===== src/hdl/poe_pkg.sv =====
`timescale 1ns / 1ps
`default_nettype none

package poe_pkg;

	localparam int MAX_ELEMENTS = 4096;
	localparam int NIDX_W       = 12;
	localparam int ORD_W        = 32;
	localparam int IDX_W        = $clog2(MAX_ELEMENTS);
	localparam int CNT_W        = $clog2(MAX_ELEMENTS + 1);
	localparam int CMP_W        = (CNT_W > NIDX_W) ? CNT_W : NIDX_W;
	localparam int K_W          = $clog2(CNT_W);
	localparam int DCNT_W       = $clog2(CNT_W + 1);
	localparam int PROD_W       = ORD_W + CNT_W;

	typedef struct packed {
		logic [NIDX_W-1:0] next_index;
		logic              last;
	} poe_req_t;

	typedef struct packed {
		logic [ORD_W-1:0] order;
		logic             overflow;
		logic             not_permutation;
	} poe_rsp_t;

	typedef enum logic [3:0] {
		ST_CLEAR,
		ST_LOAD,
		ST_CHECK,
		ST_SCAN,
		ST_SCAN_CHK,
		ST_WALK,
		ST_GCD,
		ST_DIV,
		ST_MUL,
		ST_UPD,
		ST_DONE
	} poe_state_t;

	typedef struct packed {
		logic set_init;
		logic clear;
		logic load;
		logic check;
		logic scan_init;
		logic scan_next;
		logic walk_init;
		logic walk_step;
		logic gcd_load;
		logic gcd_step;
		logic div_load;
		logic div_step;
		logic mul;
		logic upd;
	} poe_cmd_t;

	typedef struct packed {
		logic clear_last;
		logic bad;
		logic scan_end;
		logic vis_hit;
		logic walk_end;
	} poe_dp_sts_t;

	typedef struct packed {
		logic gcd_eq;
		logic div_last;
		logic prod_ovf;
	} poe_lcm_sts_t;

endpackage

`default_nettype wire


===== src/hdl/poe_ctrl.sv =====
`timescale 1ns / 1ps
`default_nettype none

module poe_ctrl import poe_pkg::*; (
	input  logic         clk,
	input  logic         arst_n,
	input  logic         start,
	input  logic         last,
	input  poe_dp_sts_t  dp_sts,
	input  poe_lcm_sts_t lcm_sts,
	output poe_cmd_t     cmd,
	output logic         busy,
	output logic         done
);

	poe_state_t state_q;
	poe_state_t state_nx;

	always_ff @(posedge clk or negedge arst_n) begin
		if (!arst_n)
			state_q <= ST_CLEAR;
		else
			state_q <= state_nx;
	end

	always_comb begin
		state_nx = state_q;
		case (state_q)
			ST_CLEAR: begin
				if (dp_sts.clear_last)
					state_nx = ST_LOAD;
			end
			ST_LOAD: begin
				if (start && last)
					state_nx = ST_CHECK;
			end
			ST_CHECK: begin
				state_nx = dp_sts.bad ? ST_DONE : ST_SCAN;
			end
			ST_SCAN: begin
				state_nx = dp_sts.scan_end ? ST_DONE : ST_SCAN_CHK;
			end
			ST_SCAN_CHK: begin
				state_nx = dp_sts.vis_hit ? ST_SCAN : ST_WALK;
			end
			ST_WALK: begin
				if (dp_sts.walk_end)
					state_nx = ST_GCD;
			end
			ST_GCD: begin
				if (lcm_sts.gcd_eq)
					state_nx = ST_DIV;
			end
			ST_DIV: begin
				if (lcm_sts.div_last)
					state_nx = ST_MUL;
			end
			ST_MUL: begin
				state_nx = ST_UPD;
			end
			ST_UPD: begin
				state_nx = lcm_sts.prod_ovf ? ST_DONE : ST_SCAN;
			end
			ST_DONE: begin
				state_nx = ST_CLEAR;
			end
			default: begin
				state_nx = ST_CLEAR;
			end
		endcase
	end

	always_comb begin
		cmd  = '0;
		busy = 1'b1;
		done = 1'b0;
		case (state_q)
			ST_CLEAR: begin
				cmd.clear    = 1'b1;
				cmd.set_init = 1'b1;
			end
			ST_LOAD: begin
				busy     = 1'b0;
				cmd.load = start;
			end
			ST_CHECK: begin
				cmd.check     = 1'b1;
				cmd.scan_init = !dp_sts.bad;
			end
			ST_SCAN: begin
			end
			ST_SCAN_CHK: begin
				cmd.scan_next = dp_sts.vis_hit;
				cmd.walk_init = !dp_sts.vis_hit;
			end
			ST_WALK: begin
				cmd.gcd_load  = dp_sts.walk_end;
				cmd.walk_step = !dp_sts.walk_end;
			end
			ST_GCD: begin
				cmd.div_load = lcm_sts.gcd_eq;
				cmd.gcd_step = !lcm_sts.gcd_eq;
			end
			ST_DIV: begin
				cmd.div_step = 1'b1;
			end
			ST_MUL: begin
				cmd.mul = 1'b1;
			end
			ST_UPD: begin
				cmd.upd       = 1'b1;
				cmd.scan_next = !lcm_sts.prod_ovf;
			end
			ST_DONE: begin
				done = 1'b1;
			end
			default: begin
			end
		endcase
	end

endmodule

`default_nettype wire


===== config.mk =====
export PLATFORM = sky130hd
export DESIGN_NAME = poe_ctrl
export DESIGN_NICKNAME = d
export VERILOG_FILES = /design/src/hdl/poe_pkg.sv /design/src/hdl/poe_ctrl.sv
export SDC_FILE = /design/constraint.sdc
export NUM_CORES = 1
export LEC_CHECK = 0
export BUFFER_PORTS_ARGS = -buffer_cell sky130_fd_sc_hd__buf_2
export CAP_MARGIN = 10
export CORE_MARGIN = 2
export CORE_UTILIZATION = 25
export DETAILED_ROUTE_END_ITERATION = 8
export GPL_TIMING_DRIVEN = 0
export PLACE_DENSITY_LB_ADDON = 0.25
export SLEW_MARGIN = 10
export SYNTH_ARGS = -nofsm -noshare
export SYNTH_HDL_FRONTEND = slang
export SYNTH_SLANG_ARGS = --single-unit
export TNS_END_PERCENT = 30

===== constraint.sdc =====
create_clock -name clk -period 1.7 [get_ports clk]
set_input_delay 0.51 -clock clk [delete_from_list [all_inputs] [get_ports clk]]
set_output_delay 0.51 -clock clk [all_outputs]
set_load 0.02 [all_outputs]

==> flow_summary.ini <==
[layout]
seq_area_um2 = 103
drive_gt1_share_pct = 53.7
final_nets = 122
largest_reg_flops = 4
num-fill-cells = 199
fin_cells = 135
top_regs = state_q x4
syn2layout_area_growth_pct = 79.2
regMostFlops = state_q
multi_input_area_um2 = 395
antenna_cells = 0

[detailed_routing]
avgViaCountPerCell = 5.04
wl_per_cell_um = 13.2
vias = 680
drt-met1-wl_um = 741
drt_iter0_drc = 3
post-route-drc-count = 0
ant_nets = 0
wl_met2_um = 867
dr.pass1.iters = 4
highest_layer = met4
met3_wirelength_um = 115
drt-total-wl_um = 1780

[yosys]
syn_avg_cell_area_um2 = 6.94
synth_top_cell_area_share_pct = 20.3
seq_area_frac_synth_pct = 20.3
synth_top_area_cell = dfrtp_1
yosysWarnings = 0
ys_ff_latch = 4
synth-edff-count = 0
synth_flop_cell = dfrtp_1
netlist_instances = 71
synth.net_count = 83
yosysMostFrequentCell = nor3_1
synth_area_um2 = 493
synth_common_cells = nor3_1, inv_1, nor2_1
async_flop_share_pct = 100
synth.top_cells.by_area = dfrtp_1, nor3_1, inv_1
synth.distinct_cells = 29

[cts]
clock-root-buffer = clkbuf_4
cts_sinks = 4
cts_tree = done
cts_hold_buf = 0
clkTransAtPathRegs_ns = 0.04
clockBufferDepth = 2
clock_latency_ns = 0.24
numCtsBuffers = 3
htreeDepth = 1

[setup_path]
cp-start-kind = flip-flop
crit_type = reg -> out
reg2reg_slack_ns = -0.08
required_ns = 1.19
cp_max_fo = 9
arrival_ns = 1.46
crit_path_end_kind = output pin

[placed_design]
io_buffers = 27
routabilityCongestion = 0.831
dp_hpwl_um = 1240
post-place-ws_ns = -0.226
dpl.cell_count = 125

[sta]
fin_crit_ns = 1.97
finalMaxSlewViolations = 0
hold_violations = 0
setup_viol = 17
rsz0062_at_grt = true
fmax_mhz = 508
post-route-period-util_pct = 116
fin_skew_ns = 0.00318
fin_ws_ns = -0.269
tightest_slew_ns = 0.294
relSlewSlack_pct = 80.2

[power_and_ir_drop]
ir_drop_mv = 0.555
powerDensity_mw_per_mm2 = 1890
leakage_nw = 0.428

[grt]
first_global_vias = 629
antenna_found_initial = 0
grt_max_degree = 11
grt_remaining_overflow = 0
grt_first_pass_wirelength_um = 2820
grtUsageTotal_pct = 15.1

[run]
maxCapViolations = 0

[floorplan]
coreArea_mm2 = 0.00190
die_width_um = 48.4
dieHeight_um = 48.4
die-area_mm2 = 0.00234
start_util_pct = 25.9
io_pins = 28
fp-row-count = 16

[run_status]
violations = setup timing
outcome = finished, violations left

[worst_hold_path]
hp-class = in -> async
==> report_power, final <==
part	internal, mW	switching (mW)
logic	0.644	0.705
clock network	0.0791	0.0402
registers	0.150	0.0506
==> kinds of logic after synthesis <==
logic type	count (synthesis)	synth area share [%]
AOI/OAI and AO/OA	18	25.9
buffers and inverters	15	13.7
DFF	4	20.3
muxes	2	4.31
and+or+nand+nor	32	35.8
==> stage by stage <==
| step | area [µm²] | TNS (ns) | utilization (%) | power (mW) | hold slack (ns) |
|---|---|---|---|---|---|
| floorplan | 523 | -0.647 | - | 0.941 | 0.214 |
| global placement | 692 | -1.07 | 36.4 | 1.18 | 0.314 |
| global route | 883 | -3.27 | 46.4 | 1.77 | 0.0694 |
| CTS | 845 | -2.10 | 44.4 | 1.58 | 0.0695 |
| detailed placement | 692 | -1.38 | 36.4 | 1.20 | 0.322 |
| finish | 883 | -2.48 | 46.4 | 1.67 | 0.0703 |
==> cell usage in the layout, fill, tap and decap left out, drive strengths merged <==
cell	n
a211oi	3
a21boi	1
a21o	1
a21oi	3
a2bb2oi	1
a311o	1
and3	1
and3b	1
buf	38
clkbuf	6
dfrtp	4
inv	8
mux2	1
mux2i	1
nand2	3
nand2b	4
nand3	1
nand3b	1
nor2	6
nor2b	1
nor3	9
nor4	3
o2111a	1
o21ai	5
o32a	2
or3	1
or4b	1
==> critical path, stage by stage (launching register included) <==
cell and delay [ns]:
dfrtp_1 0.36, buf_6 0.14, or4b_4 0.51, nor2_4 0.10
buf_6 0.12
==> cell type report <==
class,count,share of cell area [%]
Timing Repair Buffer,35,25.8
Sequential cell,4,11.6
Inverter,8,3.40
Tap cell,27,3.82
Buffer,6,8.07
Clock buffer,3,2.55
Multi-Input combinational cell,52,44.8
==> per-layer routing <==
metal  up-vias  track usage (%)
li1        328                -
met1       304             18.5
met2        40             25.0
met3         8             1.85
met4         0             9.52
met5         -                0
==> timing repair <==
item                                    CTS  global route
hold endpoints to repair                  0             0
pin swaps                                 4             1
endpoints found under the setup margin   19            19
buffers inserted                          5             3
resized for setup                        29             4
==> final timing paths <==
path                       depth (start not counted)    endpoint       start
setup / recovery                                   4     cmd[11]  state_q[1]
hold / removal                                     1  state_q[1]      arst_n
setup reg to reg                                   5  state_q[2]  state_q[1]
hold reg to reg                                    3  state_q[1]  state_q[1]
max in group asynchronous                          1  state_q[3]      arst_n
min in group clk                                   3  state_q[0]        last
Power figures use the tool's default switching activity.
