==> src/hdl/poe_pkg.sv <==
`timescale 1ns / 1ps
`default_nettype none

package poe_pkg;

	localparam int MAX_ELEMENTS = 4096;
	localparam int NIDX_W       = 12;
	localparam int ORD_W        = 32;
	localparam int IDX_W        = $clog2(MAX_ELEMENTS);
	localparam int CNT_W        = $clog2(MAX_ELEMENTS + 1);
	localparam int CMP_W        = (CNT_W > NIDX_W) ? CNT_W : NIDX_W;
	localparam int K_W          = $clog2(CNT_W);
	localparam int DCNT_W       = $clog2(CNT_W + 1);
	localparam int PROD_W       = ORD_W + CNT_W;

	typedef struct packed {
		logic [NIDX_W-1:0] next_index;
		logic              last;
	} poe_req_t;

	typedef struct packed {
		logic [ORD_W-1:0] order;
		logic             overflow;
		logic             not_permutation;
	} poe_rsp_t;

	typedef enum logic [3:0] {
		ST_CLEAR,
		ST_LOAD,
		ST_CHECK,
		ST_SCAN,
		ST_SCAN_CHK,
		ST_WALK,
		ST_GCD,
		ST_DIV,
		ST_MUL,
		ST_UPD,
		ST_DONE
	} poe_state_t;

	typedef struct packed {
		logic set_init;
		logic clear;
		logic load;
		logic check;
		logic scan_init;
		logic scan_next;
		logic walk_init;
		logic walk_step;
		logic gcd_load;
		logic gcd_step;
		logic div_load;
		logic div_step;
		logic mul;
		logic upd;
	} poe_cmd_t;

	typedef struct packed {
		logic clear_last;
		logic bad;
		logic scan_end;
		logic vis_hit;
		logic walk_end;
	} poe_dp_sts_t;

	typedef struct packed {
		logic gcd_eq;
		logic div_last;
		logic prod_ovf;
	} poe_lcm_sts_t;

endpackage

`default_nettype wire

==> src/hdl/poe_lcm.sv <==
`timescale 1ns / 1ps
`default_nettype none

module poe_lcm import poe_pkg::*; (
	input  logic             clk,
	input  logic             arst_n,
	input  poe_cmd_t         cmd,
	input  logic [CNT_W-1:0] cyc_len,
	output poe_lcm_sts_t     sts,
	output logic [ORD_W-1:0] order,
	output logic             sat
);

	logic [ORD_W-1:0]  ord_q;
	logic              sat_q;
	logic [ORD_W-1:0]  a_q;
	logic [CNT_W-1:0]  b_q;
	logic [K_W-1:0]    k_q;
	logic [CNT_W-1:0]  g_q;
	logic [CNT_W-1:0]  dvd_q;
	logic [CNT_W-1:0]  rem_q;
	logic [DCNT_W-1:0] dcnt_q;
	logic [PROD_W-1:0] prod_q;

	logic [CNT_W:0]    trial;
	logic              qbit;
	logic              a_gt;

	assign trial = {rem_q, dvd_q[CNT_W-1]};
	assign qbit  = trial >= {1'b0, g_q};
	assign a_gt  = a_q > ORD_W'(b_q);

	// binary gcd, one step a cycle
	always_ff @(posedge clk) begin
		if (cmd.gcd_load) begin
			a_q <= ord_q;
			b_q <= cyc_len;
			k_q <= '0;
		end else if (cmd.gcd_step) begin
			if (!a_q[0] && !b_q[0]) begin
				a_q <= a_q >> 1;
				b_q <= b_q >> 1;
				k_q <= k_q + K_W'(1);
			end else if (!a_q[0]) begin
				a_q <= a_q >> 1;
			end else if (!b_q[0]) begin
				b_q <= b_q >> 1;
			end else if (a_gt) begin
				a_q <= (a_q - ORD_W'(b_q)) >> 1;
			end else begin
				b_q <= (b_q - CNT_W'(a_q)) >> 1;
			end
		end
	end

	// restoring divide: cycle length / gcd
	always_ff @(posedge clk) begin
		if (cmd.div_load) begin
			g_q   <= b_q << k_q;
			dvd_q <= cyc_len;
			rem_q <= '0;
		end else if (cmd.div_step) begin
			rem_q <= qbit ? CNT_W'(trial - {1'b0, g_q}) : trial[CNT_W-1:0];
			dvd_q <= {dvd_q[CNT_W-2:0], qbit};
		end
		if (cmd.mul)
			prod_q <= PROD_W'(ord_q) * PROD_W'(dvd_q);
	end

	always_ff @(posedge clk or negedge arst_n) begin
		if (!arst_n) begin
			ord_q  <= ORD_W'(1);
			sat_q  <= 1'b0;
			dcnt_q <= '0;
		end else begin
			if (cmd.div_load)
				dcnt_q <= DCNT_W'(CNT_W);
			else if (cmd.div_step)
				dcnt_q <= dcnt_q - DCNT_W'(1);
			if (cmd.set_init) begin
				ord_q <= ORD_W'(1);
				sat_q <= 1'b0;
			end else if (cmd.upd) begin
				if (sts.prod_ovf) begin
					ord_q <= '1;
					sat_q <= 1'b1;
				end else begin
					ord_q <= prod_q[ORD_W-1:0];
				end
			end
		end
	end

	always_comb begin
		sts.gcd_eq   = a_q == ORD_W'(b_q);
		sts.div_last = dcnt_q == DCNT_W'(1);
		sts.prod_ovf = |prod_q[PROD_W-1:ORD_W];
	end

	assign order = ord_q;
	assign sat   = sat_q;

endmodule

`default_nettype wire

==> config.mk <==
export PLATFORM = sky130hd
export DESIGN_NAME = poe_lcm
export DESIGN_NICKNAME = d
export VERILOG_FILES = /design/src/hdl/poe_pkg.sv /design/src/hdl/poe_lcm.sv
export SDC_FILE = /design/constraint.sdc
export NUM_CORES = 1
export LEC_CHECK = 0
export BUFFER_PORTS_ARGS = -buffer_cell sky130_fd_sc_hd__buf_4
export CAP_MARGIN = 10
export CORE_MARGIN = 2
export CORE_UTILIZATION = 40
export CTS_BUF_LIST = sky130_fd_sc_hd__clkbuf_16
export DETAILED_ROUTE_END_ITERATION = 7
export HOLD_SLACK_MARGIN = 0.15
export PLACE_DENSITY_LB_ADDON = 0.08
export SLEW_MARGIN = 20
export SYNTH_ARGS = -nofsm -noshare
export SYNTH_HDL_FRONTEND = slang
export SYNTH_SLANG_ARGS = --single-unit
==> constraint.sdc <==
create_clock -name clk -period 8.3 [get_ports clk]
set_input_delay 1.245 -clock clk [delete_from_list [all_inputs] [get_ports clk]]
set_output_delay 1.245 -clock clk [all_outputs]
set_load 0.02 [all_outputs]
==> summary.txt <==
Floorplan
  – Initial Util: between 40% and 50%
  – Die area: slightly below 60000 µm²
  – # rows: 87
  – Total core area: ~56000 µm²
  – Die height: ~240 µm
  – Ports: 65
  – Die Wd: roughly 240 µm

Route
  – Initial DRC Count: 1168
  – Wirelength, routed: approximately 63000 µm
  – Via/cell ratio: roughly 5.2
  – Wirelength per Cell: roughly 19 µm
  – First drt pass iteration count: 4
  – Vias: 17.0k
  – ANT nets after route: 0
  – DR DRC count: 0

Global route
  – Initial antenna violation count: 1
  – Grt total ovfl: 0
  – First-pass GRT wire length: around 100000 µm
  – Number of global-route vias before repair: between 15k and 20k
  – Overall Global Routing Usage: between 20% and 30%
  – Largest net degree at the start of global routing: 74

Critical path
  – Launch point of the worst path: dvd_q[7]
  – CP arrival: between 7000 and 8000 ps
  – WS Path Type: reg -> reg
  – Worst path max stage delay: 980 ps
  – Crit. End Element: flip-flop
  – Crit path top cell by count: fa_1
  – CP max stage cell: edfxtp_1
  – Required @ worst endpoint: 8520 ps
  – Crit-path cells: buf_4 -> nand2_1 -> fa_1 -> inv_1 -> fa_1 -> fa_1 -> fa_1 -> inv_1 -> fa_1 -> inv_1 -> ha_1 -> and4_1 -> nand3_1 -> or2_2 -> a311oi_1 -> nor3_1 -> nor3b_1 -> o21ai_0 -> o21ai_0 -> xnor2_1
  – Crit-path max FO: 17
  – Startpoint types: flip-flop
  – R2R cell count: 20
  – R2r startpoint: dvd_q[7]

Timing
  – Tmin final: ~7200 ps
  – Setup TNS: 0 ps
  – Skew final: 10.6 ps
  – Fmax: about 140 MHz
  – Period utilization: about 87%
  – Final setup fails: 0
  – Max transition margin: between 20% and 30%
  – Fin. Hold Viols: 0
  – Max Slew Vio Count: 0
  – Hold WS: roughly 510 ps
  – Worst Max-Slew Pin Slew: roughly 1100 ps
  – Unrepaired setup endpoints after global routing: false

Min path
  – Worst min-delay path class: reg -> reg
  – Hold path cells: 2
  – Hold Path Origin: rem_q[11]

Cells and area
  – Total Nets Final: approximately 3k
  – Commonest non-fill, non-tap cell in the layout: inv_1
  – Fin cells: 3262
  – Layout cells sized above 1: under 10%
  – Commonest non-fill, non-tap cells in the layout: inv_1 (471), fa_1 (333), nand2_1 (296), and2_1 (191), nor2_1 (162)
  – Fillers: approximately 5.6k
  – Layout area overhead: 7.19%
  – Ant diodes: 0
  – Final Cell Area: ~24000 µm²

Place
  – Final HPWL DP: around 47000 µm
  – Area after DPL: about 24000 µm²
  – Post-placement cell count: 3230
  – Buffers on Ports: 57
  – GP Congestion: 0.878

Logic synthesis
  – Ys Warns: 0
  – Post-Syn Area: between 20000 and 25000 µm²
  – Cells after Synth: between 2k and 3k
  – Count of different cell masters after synthesis: 78
  – Register bit total from synthesis: 170
  – Syn_nets: between 3k and 4k
  – Dominant synthesized flop cell: edfxtp_1
  – Sequential area share after synthesis: roughly a fifth
  – Syn_area_per_cell: ~9 µm²
  – Post-synth EDFFs: between 100 and 150
  – Async set-or-reset flop fraction in the synthesized netlist: 21.8%

Clock network
  – CTS hold repair buffers: 0
  – Worst-Skew Late Latency: about 480 ps
  – CTS tree: yes
  – Setup bufs post-CTS: 0
  – CTS root buffer: clkbuf_16
  – Num CTS Buffers: 17
  – H-tree levels: 4
  – Reg clk slew, reported paths: 70 ps
  – Post-CTS Resized: 0
  – Clk buf depth: 2
  – Clk sinks: 170

Run
  – Max-Cap Viols: 0

Power and ir drop
  – Pwr dens: about 400 nW/µm²
  – Worst vdd ir: ~0.28 mV
  – LEAKAGE: 0.0113 µW
  – Power, Total: 9780 µW

Run status
  – Outcome: complete, no violations
registers in the layout, indices dropped and copies added (netlist names):
name,count
rem_q,13
k_q,4
dvd_q,13
dcnt_q,4
g_q,13
order,32
prod_q,45
b_q,13
sat,1
a_q,32
layout make-up:
cell class                 instances  area, µm²  share of cell area (%)
clock inverter                    15        151                   0.621
timing repair buffer              84        631                    2.59
sequential                       170       4750                    19.5
multi-input combinational       1749      15700                    64.4
clock buffer                      17        425                    1.75
tap                              756        946                    3.88
inverter                         471       1770                    7.25
power breakdown:
part,switching (µW),internal [µW],total [µW]
registers,195,1420,1620
clock network,374,443,817
logic,4390,2960,7340
total,4960,4820,9780
Yosys cell counts, drive strengths merged (13+ instances only):
cell	n	area share, %
nand2	296	4.9
inv	470	7.8
a31oi	13	0.36
o21ai	70	1.5
dfxtp	17	1.5
fa	333	29
nand2b	17	0.47
and2	191	5.3
o21a	15	0.50
clkbuf	130	2.1
edfxtp	116	15
dfrtp	36	4.0
ha	133	7.3
xor2	21	0.81
nor3	29	0.66
mux2i	13	0.57
nand3	19	0.42
mux2	18	0.89
a211oi	51	1.7
a221oi	20	0.77
a21o	30	0.99
xnor2	48	1.8
nor2b	14	0.39
nor2	162	2.7
a21oi	100	2.2
metrics by stage:
stage               setup WS, ps  utilization (%)
floorplan                   2450                -
global placement            1250             42.3
detailed placement          1210             42.3
CTS                         1170             43.3
global route                 751             43.3
finish                      1090             43.3
metal layers:
metal / GRT usage [%] / routed length [µm] / up-vias
li1: - / - / 7958
met1: 32.3 / 30600 / 8696
met2: 35.0 / 28300 / 333
met3: 3.27 / 2510 / 50
met4: 5.46 / 1120 / 0
met5: 0 / 0 / -
worst max-delay path: cells and delay by family, from the launching register on:
kind | cells | cell delay (ps)
compound gates | 3 | 870
xor+xnor | 1 | 130
fa+ha+maj | 6 | 3010
buf+inv | 4 | 580
flops | 1 | 980
simple gates | 6 | 1330
final timing paths:
kind                                   end  slack, ps
worst max-delay path            prod_q[44]       1090
worst min-delay path             rem_q[11]        510
worst max register to register  prod_q[44]       1090
worst min register to register   rem_q[11]        510
max in group asynchronous        order[22]       7150
min in group asynchronous         order[4]        750
kinds of logic after synthesis:
kind of cell	Yosys count	share of synthesized area, %
compound gates	381	11.0
xor+xnor	69	2.66
fa+ha+maj	466	36.6
buf+inv	608	10.1
flops	170	20.9
mux	34	1.76
simple gates	799	16.9
Power figures use the tool's default switching activity.
